## src/rtl/core/backward_lz_bitstream_unpacker_defines.svh

```systemverilog
// assertion macros for the backward lz bitstream unpacker
`ifndef BACKWARD_LZ_BITSTREAM_UNPACKER_DEFINES_SVH
`define BACKWARD_LZ_BITSTREAM_UNPACKER_DEFINES_SVH
`ifndef SYNTH
`define BLBU_ASSERT(lbl, cond) \
  lbl: assert property (@(posedge clk) disable iff (!rst_n) (cond)) \
    else $error("assertion failed");
`define BLBU_ASSERT_IMPL(lbl, ante, cons) \
  lbl: assert property (@(posedge clk) disable iff (!rst_n) (ante) |-> (cons)) \
    else $error("assertion failed");
`else
`define BLBU_ASSERT(lbl, cond)
`define BLBU_ASSERT_IMPL(lbl, ante, cons)
`endif
`endif

```

## src/rtl/core/blbu_fifo.sv

```systemverilog
// small register queue
`default_nettype none
module blbu_fifo #(
  parameter int WIDTH = 8,
  parameter int DEPTH = 4
) (
  input  wire logic             clk,
  input  wire logic             rst_n,
  input  wire logic             push,
  input  wire logic [WIDTH-1:0] wdata,
  output logic                  full,
  input  wire logic             pop,
  output logic [WIDTH-1:0]      rdata,
  output logic                  empty
);
  localparam int AW = (DEPTH > 1) ? $clog2(DEPTH) : 1;
  localparam int CW = $clog2(DEPTH + 1);

  logic [WIDTH-1:0] mem_r [DEPTH];
  logic [AW-1:0]    wp_r, rp_r;
  logic [CW-1:0]    cnt_r;
  logic             do_push, do_pop;

  assign full    = (cnt_r == CW'(DEPTH));
  assign empty   = (cnt_r == '0);
  assign do_push = push && !full;
  assign do_pop  = pop && !empty;
  assign rdata   = mem_r[rp_r];

  always_ff @(posedge clk) begin
    if (do_push) begin
      mem_r[wp_r] <= wdata;
    end
  end

  always_ff @(posedge clk) begin
    if (!rst_n) begin
      wp_r  <= '0;
      rp_r  <= '0;
      cnt_r <= '0;
    end else begin
      if (do_push) begin
        wp_r <= (wp_r == AW'(DEPTH - 1)) ? '0 : wp_r + 1'b1;
      end
      if (do_pop) begin
        rp_r <= (rp_r == AW'(DEPTH - 1)) ? '0 : rp_r + 1'b1;
      end
      if (do_push && !do_pop) begin
        cnt_r <= cnt_r + 1'b1;
      end else if (do_pop && !do_push) begin
        cnt_r <= cnt_r - 1'b1;
      end
    end
  end
endmodule
`default_nettype wire

```

## config.mk

```make
export PLATFORM = sky130hd
export DESIGN_NAME = blbu_fifo
export DESIGN_NICKNAME = d
export VERILOG_FILES = /design/src/rtl/core/backward_lz_bitstream_unpacker_defines.svh /design/src/rtl/core/blbu_fifo.sv
export SDC_FILE = /design/constraint.sdc
export NUM_CORES = 1
export LEC_CHECK = 0
export BUFFER_PORTS_ARGS = -buffer_cell sky130_fd_sc_hd__buf_2
export CORE_ASPECT_RATIO = 0.75
export CORE_UTILIZATION = 49
export DETAILED_ROUTE_END_ITERATION = 6
export PLACE_DENSITY = 0.7
export RECOVER_POWER = 25
export SLEW_MARGIN = 20
export SYNTH_ARGS = -nofsm -noshare
export SYNTH_HDL_FRONTEND = slang
export SYNTH_SLANG_ARGS = --single-unit
```

## constraint.sdc

```tcl
create_clock -name clk -period 5.9 [get_ports clk]
set_clock_uncertainty 0.05 [all_clocks]
set_input_delay 0.59 -clock clk [delete_from_list [all_inputs] [get_ports clk]]
set_output_delay 0.59 -clock clk [all_outputs]
set_load 0.05 [all_outputs]
```

==> results.toml <==
[finish]
layout-drive-gt1-share_pct = 27.1
finalNetCount = 136
layout.cells.non_filler = 156
areaGrowthSynthToFinish_pct = 14.6
diodes = 0
fill_cells = 233

[logic_synthesis]
synth_compound_area_share_pct = 1.84
synth_most_common_cell = "edfxtp_1"
synthMuxAreaShare_pct = 12.9
ys_warn_count = 0
ys.flop_type = "edfxtp_1"
synth_top_area_share_pct = 58.9
synthAdderAreaFrac_pct = 5.83
synth-async-reset-ratio_pct = 0
synth-edff-count = 32
syn_inst = 93
ys_seq_elements = 41
syn_area_per_cell_sq_um = 17.5
synthTopCellsByArea = "edfxtp_1 (59%), dfxtp_1 (11%), mux4_2 (11%)"
ys_top_cells_by_count = "edfxtp_1 (32), dfxtp_1 (9), mux4_2 (8), ha_1 (6), nand2_1 (6)"
synth_cell_type_count = 23
seq_area_frac_synth_pct = 70.0
synth_area_sq_um = 1630
synth_top_area_cell = "edfxtp_1"
synth_xor_area_share_pct = 1.07
synth_fp_nets = 112
synth_top_family_by_area = "multiplexers"
yosys.area_share.simple_pct = 6.60

[clock_network]
cts_tree = "yes"
cts_root_buf = "clkbuf_8"
clk_pin_slew_worst_paths_ns = 0.08
cts_buffers = 5
post_cts_buffers = 0
clockBufferDepth = 2
clk_latency_ns = 0.28
cts.hold.buffers_added = 0
numClockSinks = 41
cts.repair.resized = 0
htreeDepth = 2

[route]
routedWlPerCell_um = 15.2
drtAntennaViolNets = 0
drtIter0Drc = 47
viasPerCell = 5.23
drt_first_pass_iters = 4
wl_mm = 2.37
route.detailed.drc = 0
via_count = 816

[worst_hold_path]
worstHoldPathType = "in2reg"
holdCritStartpoint = "wdata[0]"
whs_path_depth = 1

[floorplanning]
die_w_um = 68.6
start_util_pct = 53.6
dieArea_sq_um = 3560
core_sq_um = 3040
row_count = 17
die_h_um = 52.0
io_pins = 22

[grt]
grt_pass1_wl_mm = 3.76
grt_pass1_vias = 804
grt_max_degree = 15
grt_use_total_pct = 16.0
antenna_found_initial = 0
grt_overflow_total = 0

[pwr]
ir_worst_vdd_v = 0.000213
p_leak_nw = 0.668
power_density_nw_per_um2 = 468
power.total_mw = 0.875

[setup_path]
max_stage_delay_ns = 0.69
critPathLaunchType = "flop"
r2r_start = "cnt_r[0]$_SDFFE_PN0P_"
cp.arrival_ns = 1.78
crit_fanout = 8
slowest_stage = "dfxtp_1"
worstPathRequired_ns = 5.26
cp_cell_sequence = "mux4_2, buf_2"
end_kind = "output pin"
r2r_cells = 7
path_class = "reg2out"

[sta]
finalCriticalPeriod_ns = 2.42
max_freq_mhz = 413
finalSetupViolations = 0
relSlewSlack_pct = 60.1
final-max-slew-violation-count = 0
finalSetupTns_ns = 0
holdWs_ns = 0.475
tightest_slew_ns = 0.594
hold_violations = 0
finalCritPeriodShare_pct = 41.1
rsz0062_at_grt = "no"

[placed_design]
place_hpwl_mm = 1.67
place_congestion = 0.797
placed_cells = 148
port_buffers = 21

[status]
status = "complete, no violations"

[run]
max_cap_violations = 0
==> worst paths after layout <==
path / to / slack (ns)
worst min register to register: wp_r[1]$_SDFFE_PN0P_ / 0.48
worst max register to register: cnt_r[2]$_SDFFE_PN0P_ / 3.52
worst min-delay path: mem_r[0][0]$_DFFE_PP_ / 0.47
worst max-delay path: rdata[1] / 3.48
==> power by group <==
part           internal, mW  total (mW)  switching, mW
clock                 0.109       0.204         0.0941
sequential            0.355       0.394         0.0391
combinational        0.0973       0.277          0.179
total                 0.562       0.875          0.312
==> critical path: cells and delay by family (launching register included) <==
family / cells / cell delay [ns]
buf+inv: 1 / 0.23
flops: 1 / 0.69
mux: 1 / 0.58
==> sequential cells by signal (all words and copies together), names as in the netlist, named ones only <==
signal  flops
mem_r      32
cnt_r       3
rp_r        2
wp_r        2
==> cells by family after synthesis <==
logic type / after synthesis
flops: 41
simple gates: 20
mux: 11
buf+inv: 7
fa+ha+maj: 7
compound gates: 5
xor+xnor: 2
==> cell usage in the layout (no fill, tap or decap), types with 3 or more instances in the layout <==
cell / count
clkbuf_1: 6
mux4_2: 8
inv_1: 3
o21ai_0: 3
dfxtp_1: 9
clkbuf_8: 5
and2_1: 5
nand2_1: 6
ha_1: 6
mux2i_1: 3
edfxtp_1: 32
buf_2: 15
==> routing by layer <==
metal	wire length [um]	global-route usage, %
met1	1120	21.4
met2	1140	24.7
met3	115	5.26
met4	0	5.21
met5	0	0
==> cell type report <==
| type | instances | area [sq um] | area share, % |
|---|---|---|---|
| repair buffers | 21 | 97.6 | 5.22 |
| clock inverters | 2 | 16.3 | 0.871 |
| clock buffers | 6 | 93.8 | 5.02 |
| multi-input cells | 45 | 460 | 24.6 |
| inverters | 3 | 11.3 | 0.603 |
| flip-flops and latches | 41 | 1140 | 61.1 |
| well taps | 38 | 47.5 | 2.55 |
==> metrics by stage <==
step	instance area [sq um]	utilization (%)	worst slack, ns
2_1_floorplan	1630	-	3.52
3_3_place_gp	1770	58.0	3.48
3_5_place_dp	1770	58.0	3.40
4_1_cts	1880	61.7	3.41
5_1_grt	1870	61.4	3.34
6_report	1870	61.4	3.48
(Power assumes the default switching activity.)
