$ cat src/rtl/core/backward_lz_bitstream_unpacker_defines.svh
// assertion macros for the backward lz bitstream unpacker
`ifndef BACKWARD_LZ_BITSTREAM_UNPACKER_DEFINES_SVH
`define BACKWARD_LZ_BITSTREAM_UNPACKER_DEFINES_SVH
`ifndef SYNTH
`define BLBU_ASSERT(lbl, cond) \
  lbl: assert property (@(posedge clk) disable iff (!rst_n) (cond)) \
    else $error("assertion failed");
`define BLBU_ASSERT_IMPL(lbl, ante, cons) \
  lbl: assert property (@(posedge clk) disable iff (!rst_n) (ante) |-> (cons)) \
    else $error("assertion failed");
`else
`define BLBU_ASSERT(lbl, cond)
`define BLBU_ASSERT_IMPL(lbl, ante, cons)
`endif
`endif

$ cat src/rtl/core/blbu_pkg.sv
// shared types for the backward lz bitstream unpacker
`default_nettype none
package blbu_pkg;

  typedef struct packed {
    logic        is_hdr;
    logic [7:0]  data;
    logic        boundary;
    logic        acc_zero;
    logic [31:0] size;
    logic [31:0] word;
  } tok_t;

  typedef struct packed {
    logic [63:0] bytes;
    logic [3:0]  count;
    logic        final_grp;
    logic        chk;
    logic        bad;
  } res_t;

  localparam int TokW = $bits(tok_t);
  localparam int ResW = $bits(res_t);

endpackage
`default_nettype wire

$ cat src/rtl/core/blbu_front.sv
// header parser and check accumulator, hands bytes to the decoder
`default_nettype none
module blbu_front (
  input  wire logic         clk,
  input  wire logic         rst_n,
  input  wire logic         accept,
  input  wire logic [7:0]   in_byte,
  input  wire logic         in_sof,
  output logic              tok_push,
  output blbu_pkg::tok_t    tok
);
  import blbu_pkg::*;

  typedef enum logic [2:0] {
    PH_IDLE = 3'b001,
    PH_HDR  = 3'b010,
    PH_DATA = 3'b100
  } ph_t;

  ph_t         ph_r, ph_nxt;
  logic [3:0]  pos_r, pos_nxt;
  logic [31:0] bb_r, bb_nxt;
  logic [31:0] acc_r, acc_nxt;
  logic [31:0] size_r, size_nxt;
  logic [31:0] bbw, accw;

  always_comb begin
    ph_nxt   = ph_r;
    pos_nxt  = pos_r;
    bb_nxt   = bb_r;
    acc_nxt  = acc_r;
    size_nxt = size_r;
    tok_push = 1'b0;
    tok      = '0;
    bbw      = bb_r | ({24'b0, in_byte} << {pos_r[1:0], 3'b000});
    accw     = acc_r ^ ({24'b0, in_byte} << {pos_r[1:0], 3'b000});
    if (accept) begin
      if (in_sof) begin
        ph_nxt  = PH_HDR;
        pos_nxt = 4'd1;
        bb_nxt  = {24'b0, in_byte};
        acc_nxt = '0;
      end else begin
        unique case (ph_r)
          PH_IDLE: begin
          end
          PH_HDR: begin
            pos_nxt = pos_r + 4'd1;
            bb_nxt  = bbw;
            if (pos_nxt == 4'd4) begin
              size_nxt = bbw;
              bb_nxt   = '0;
            end else if (pos_nxt == 4'd8) begin
              acc_nxt = bbw;
              bb_nxt  = '0;
            end else if (pos_nxt == 4'd12) begin
              acc_nxt      = acc_r ^ bbw;
              bb_nxt       = '0;
              ph_nxt       = PH_DATA;
              pos_nxt      = '0;
              tok_push     = 1'b1;
              tok.is_hdr   = 1'b1;
              tok.size     = size_r;
              tok.word     = bbw;
              tok.boundary = 1'b1;
              tok.acc_zero = ((acc_r ^ bbw) == '0);
            end
          end
          PH_DATA: begin
            acc_nxt      = accw;
            pos_nxt      = {2'b00, pos_r[1:0] + 2'd1};
            tok_push     = 1'b1;
            tok.data     = in_byte;
            tok.boundary = (pos_r[1:0] == 2'd3);
            tok.acc_zero = (accw == '0);
          end
          default: begin
          end
        endcase
      end
    end
  end

  always_ff @(posedge clk) begin
    if (!rst_n) begin
      ph_r   <= PH_IDLE;
      pos_r  <= '0;
      bb_r   <= '0;
      acc_r  <= '0;
      size_r <= '0;
    end else begin
      ph_r   <= ph_nxt;
      pos_r  <= pos_nxt;
      bb_r   <= bb_nxt;
      acc_r  <= acc_nxt;
      size_r <= size_nxt;
    end
  end
endmodule
`default_nettype wire

$ cat config.mk
export PLATFORM = sky130hd
export DESIGN_NAME = blbu_front
export DESIGN_NICKNAME = d
export VERILOG_FILES = /design/src/rtl/core/backward_lz_bitstream_unpacker_defines.svh /design/src/rtl/core/blbu_pkg.sv /design/src/rtl/core/blbu_front.sv
export SDC_FILE = /design/constraint.sdc
export NUM_CORES = 1
export LEC_CHECK = 0
export BUFFER_PORTS_ARGS = -buffer_cell sky130_fd_sc_hd__buf_2
export CELL_PAD_IN_SITES_DETAIL_PLACEMENT = 0
export CELL_PAD_IN_SITES_GLOBAL_PLACEMENT = 1
export CORE_MARGIN = 3
export CORE_UTILIZATION = 44
export CTS_BUF_LIST = sky130_fd_sc_hd__clkbuf_8
export DETAILED_ROUTE_END_ITERATION = 12
export GPL_ROUTABILITY_DRIVEN = 0
export PLACE_DENSITY = 0.93
export SLEW_MARGIN = 10
export SYNTH_ARGS = -nofsm -noshare
export SYNTH_HDL_FRONTEND = slang
export SYNTH_SLANG_ARGS = --single-unit
$ cat constraint.sdc
create_clock -name clk -period 3.1 [get_ports clk]
set_clock_uncertainty 0.05 [all_clocks]
set_input_delay 0.465 -clock clk [delete_from_list [all_inputs] [get_ports clk]]
set_output_delay 0.465 -clock clk [all_outputs]
set_load 0.03 [all_outputs]
==> results.tsv <==
stage	metric	value	unit
cells_and_area	final_cells	1289	
global_routing	grt_pass1_vias	7048	
routing	postRouteAntennaNets	0	
synth	synth_nets	1032	
synth	synth-edff-count	0	
global_routing	grt_use_total	0.274	
cells_and_area	fin_area	0.00846	mm²
job	cap_violations	0	
synth	yosysUniqueCellTypes	75	
clocking	h-tree-depth	3	
clocking	clock_latency	0.40	ns
die	die_height	135	µm
global_routing	grt_max_degree	65	
cells_and_area	n_fill_cell	1562	
sta	setup_viol	1	
routing	drt_iter0_drc	872	
sta	final.min_clock_period	3.13	ns
setup_path	crit_type	reg2out	
die	start_util	0.455	
cells_and_area	diodes	0	
clocking	cts_tree	yes	
global_routing	antenna_found_initial	0	
sta	worst_pin_slew	0.646	ns
sta	report.final.slew_viol_count	0	
cells_and_area	fin_nets	1082	
pwr	p_per_area	321	mW/mm²
outcome	violations	setup timing	
pwr	p_total	2.71	mW
outcome	status	finished, violations left	
die	row_count	46	
placement	port_buffers	87	
clocking	path_clk_slew	0.11	ns
sta	relSlewSlack	0.568	
die	core_area	0.0161	mm²
synth	syn_inst	1018	
routing	drc	0	
cells_and_area	areaGrowthSynthToFinish	15.3	%
clocking	clock_path_buffers	2	
die	die_area	0.0182	mm²
routing	wl_per_cell	19.7	µm
synth	synth.avg_cell_area	7.20	µm²
setup_path	crit_fanout	19	
sta	post-route-period-util	1.01	
cells_and_area	drive_gt1_frac	0.191	
synth	ys.flop_type	dfxtp_1	
sta	hold_viol	0	
synth	synth-async-reset-ratio	0	
clocking	cts_buffers	9	
placement	dpl_worst_slack	0.185	ns
sta	hold_slack	0.364	ns
placement	postPlaceCellArea	0.00801	mm²
routing	num_vias	8098	
die	io_pins	88	
placement	dp_cells	1267	
pwr	vdd_drop_max	344	µV
clocking	cts-root-buf	clkbuf_8	
routing	vias_per_cell	6.28	
sta	fmax	320	MHz
setup_path	cp-start-kind	flop	
clocking	clkSinkCount	103	
routing	drt_wl_total	25400	µm
pwr	p_leak	3.74	nW
sta	setup_slack	-0.0281	ns
routing	detail_route.first_pass.iterations	5	
global_routing	overflow	0	
die	die_x	135	µm
synth	yosys_warnings	0	
worst_hold_path	hold_path.class	in2reg	
synth	seq_area_frac_synth	0.281	
synth	syn_area	0.00733	mm²
setup_path	arrival	2.61	ns
setup_path	end_kind	primary output	
setup_path	worstPathRequired	2.58	ns
synth	ys_seq_elements	103	
global_routing	grt_pass1_wl	39700	µm
sta	rsz0062_at_grt	yes	
placement	hpwl	17100	µm
[worst paths after layout]
path | start | to | slack (ns) | cells past startpoint
max | pos_r[0]$_SDFFE_PN0P_ | tok[64] | -0.03 | 9
max reg2reg | pos_r[0]$_SDFFE_PN0P_ | acc_r[30]$_SDFFE_PN0P_ | 0.57 | 9
min | in_byte[3] | bb_r[19]$_SDFFE_PN0P_ | 0.36 | 3
min reg2reg | size_r[7]$_SDFFE_PN0P_ | size_r[7]$_SDFFE_PN0P_ | 0.46 | 1
[registers in the layout, summed over array words and instances (netlist names)]
register,cells
pos_r,4
bb_r,32
acc_r,32
size_r,32
ph_r,3
[routing by layer]
metal	routed length [µm]	up-vias	GRT usage
li1	-	3798	-
met1	11100	3819	0.393
met2	10900	448	0.399
met3	2920	33	0.0816
met4	548	0	0.0789
met5	0	-	0
[cell usage in the layout, fill, tap and decap left out, drive strengths merged, types with 23 or more instances in the layout]
master and count:
inv 34, buf 146, nand2 86, a21oi 71
nand3b 23, o21ai 95, dfxtp 103, nor2 109
o211a 35, a31oi 60, and3 44
[synth_stat cells (6+ instances only)]
cell type | instances | area share
clkbuf_1 | 77 | 0.039
or3_1 | 12 | 0.010
and2_1 | 17 | 0.015
a221oi_1 | 6 | 0.0072
o22ai_1 | 22 | 0.019
nand3b_1 | 22 | 0.023
and3_1 | 44 | 0.038
o21ai_0 | 93 | 0.063
nand3_1 | 17 | 0.012
nand2b_1 | 7 | 0.0060
inv_1 | 29 | 0.015
nor2b_1 | 18 | 0.015
and3b_1 | 8 | 0.0096
o21a_1 | 8 | 0.0082
a21oi_1 | 71 | 0.048
nor3b_1 | 6 | 0.0061
nand4_1 | 8 | 0.0068
nor4bb_1 | 6 | 0.0082
nand2_1 | 85 | 0.044
a22oi_1 | 21 | 0.022
buf_1 | 9 | 0.0046
buf_6 | 8 | 0.012
nor3_1 | 9 | 0.0061
a31oi_1 | 58 | 0.049
dfxtp_1 | 103 | 0.28
nor2_1 | 109 | 0.056
xnor2_1 | 15 | 0.018
buf_2 | 13 | 0.0089
o211a_1 | 35 | 0.048
[critical path, stage by stage (launching register included)]
cell and delay [ns]:
dfxtp_4 0.39, buf_12 0.16, nor3b_2 0.21, buf_4 0.16, o21ai_0 0.15, a2111oi_4 0.34
nand4_1 0.17, nor4_2 0.23, a22o_1 0.24, buf_6 0.15
[report_power, final]
| part | leakage [nW] | internal (mW) | switching [mW] |
|---|---|---|---|
| clock network | 0.112 | 0.401 | 0.575 |
| registers | 0.833 | 1.33 | 0.0172 |
| logic | 2.79 | 0.149 | 0.240 |
[through the flow]
stage	util	TNS, ns
2_1_floorplan	-	0
3_3_place_gp	0.497	0
3_5_place_dp	0.497	0
4_1_cts	0.522	0
5_1_grt	0.525	-0.135
6_report	0.525	-0.0281
[final cells by class]
type                       count  area [µm²]  share of cell area
sequential                   103        2070               0.245
tap                          216         270              0.0320
multi-input combinational    777        4790               0.566
timing repair buffer         148        1000               0.119
inverter                      29         109              0.0129
clock inverter                 7        92.6              0.0109
clock buffer                   9         124              0.0146
[kinds of logic (layout without fill, tap and decap cells)]
logic type / count (synthesis) / after routing / synth area share
AO/OA/AOI/OAI: 363 / 363 / 0.324
XOR/XNOR: 18 / 18 / 0.0225
adder cells (fa/ha/maj): 2 / 2 / 0.00341
buffers and inverters: 138 / 193 / 0.0828
flip-flops: 103 / 103 / 0.281
multiplexers: 2 / 2 / 0.00273
AND/OR/NAND/NOR: 392 / 392 / 0.283
[what timing repair did]
action,CTS,global route
endpoints found under the setup margin,32,33
hold buffers,0,0
gates resized for setup,25,8
pin swaps,10,4
buffers inserted,4,0
endpoints found under the hold margin,0,0
gates cloned,2,0
Note: power is estimated with default switching activity, not from simulation.
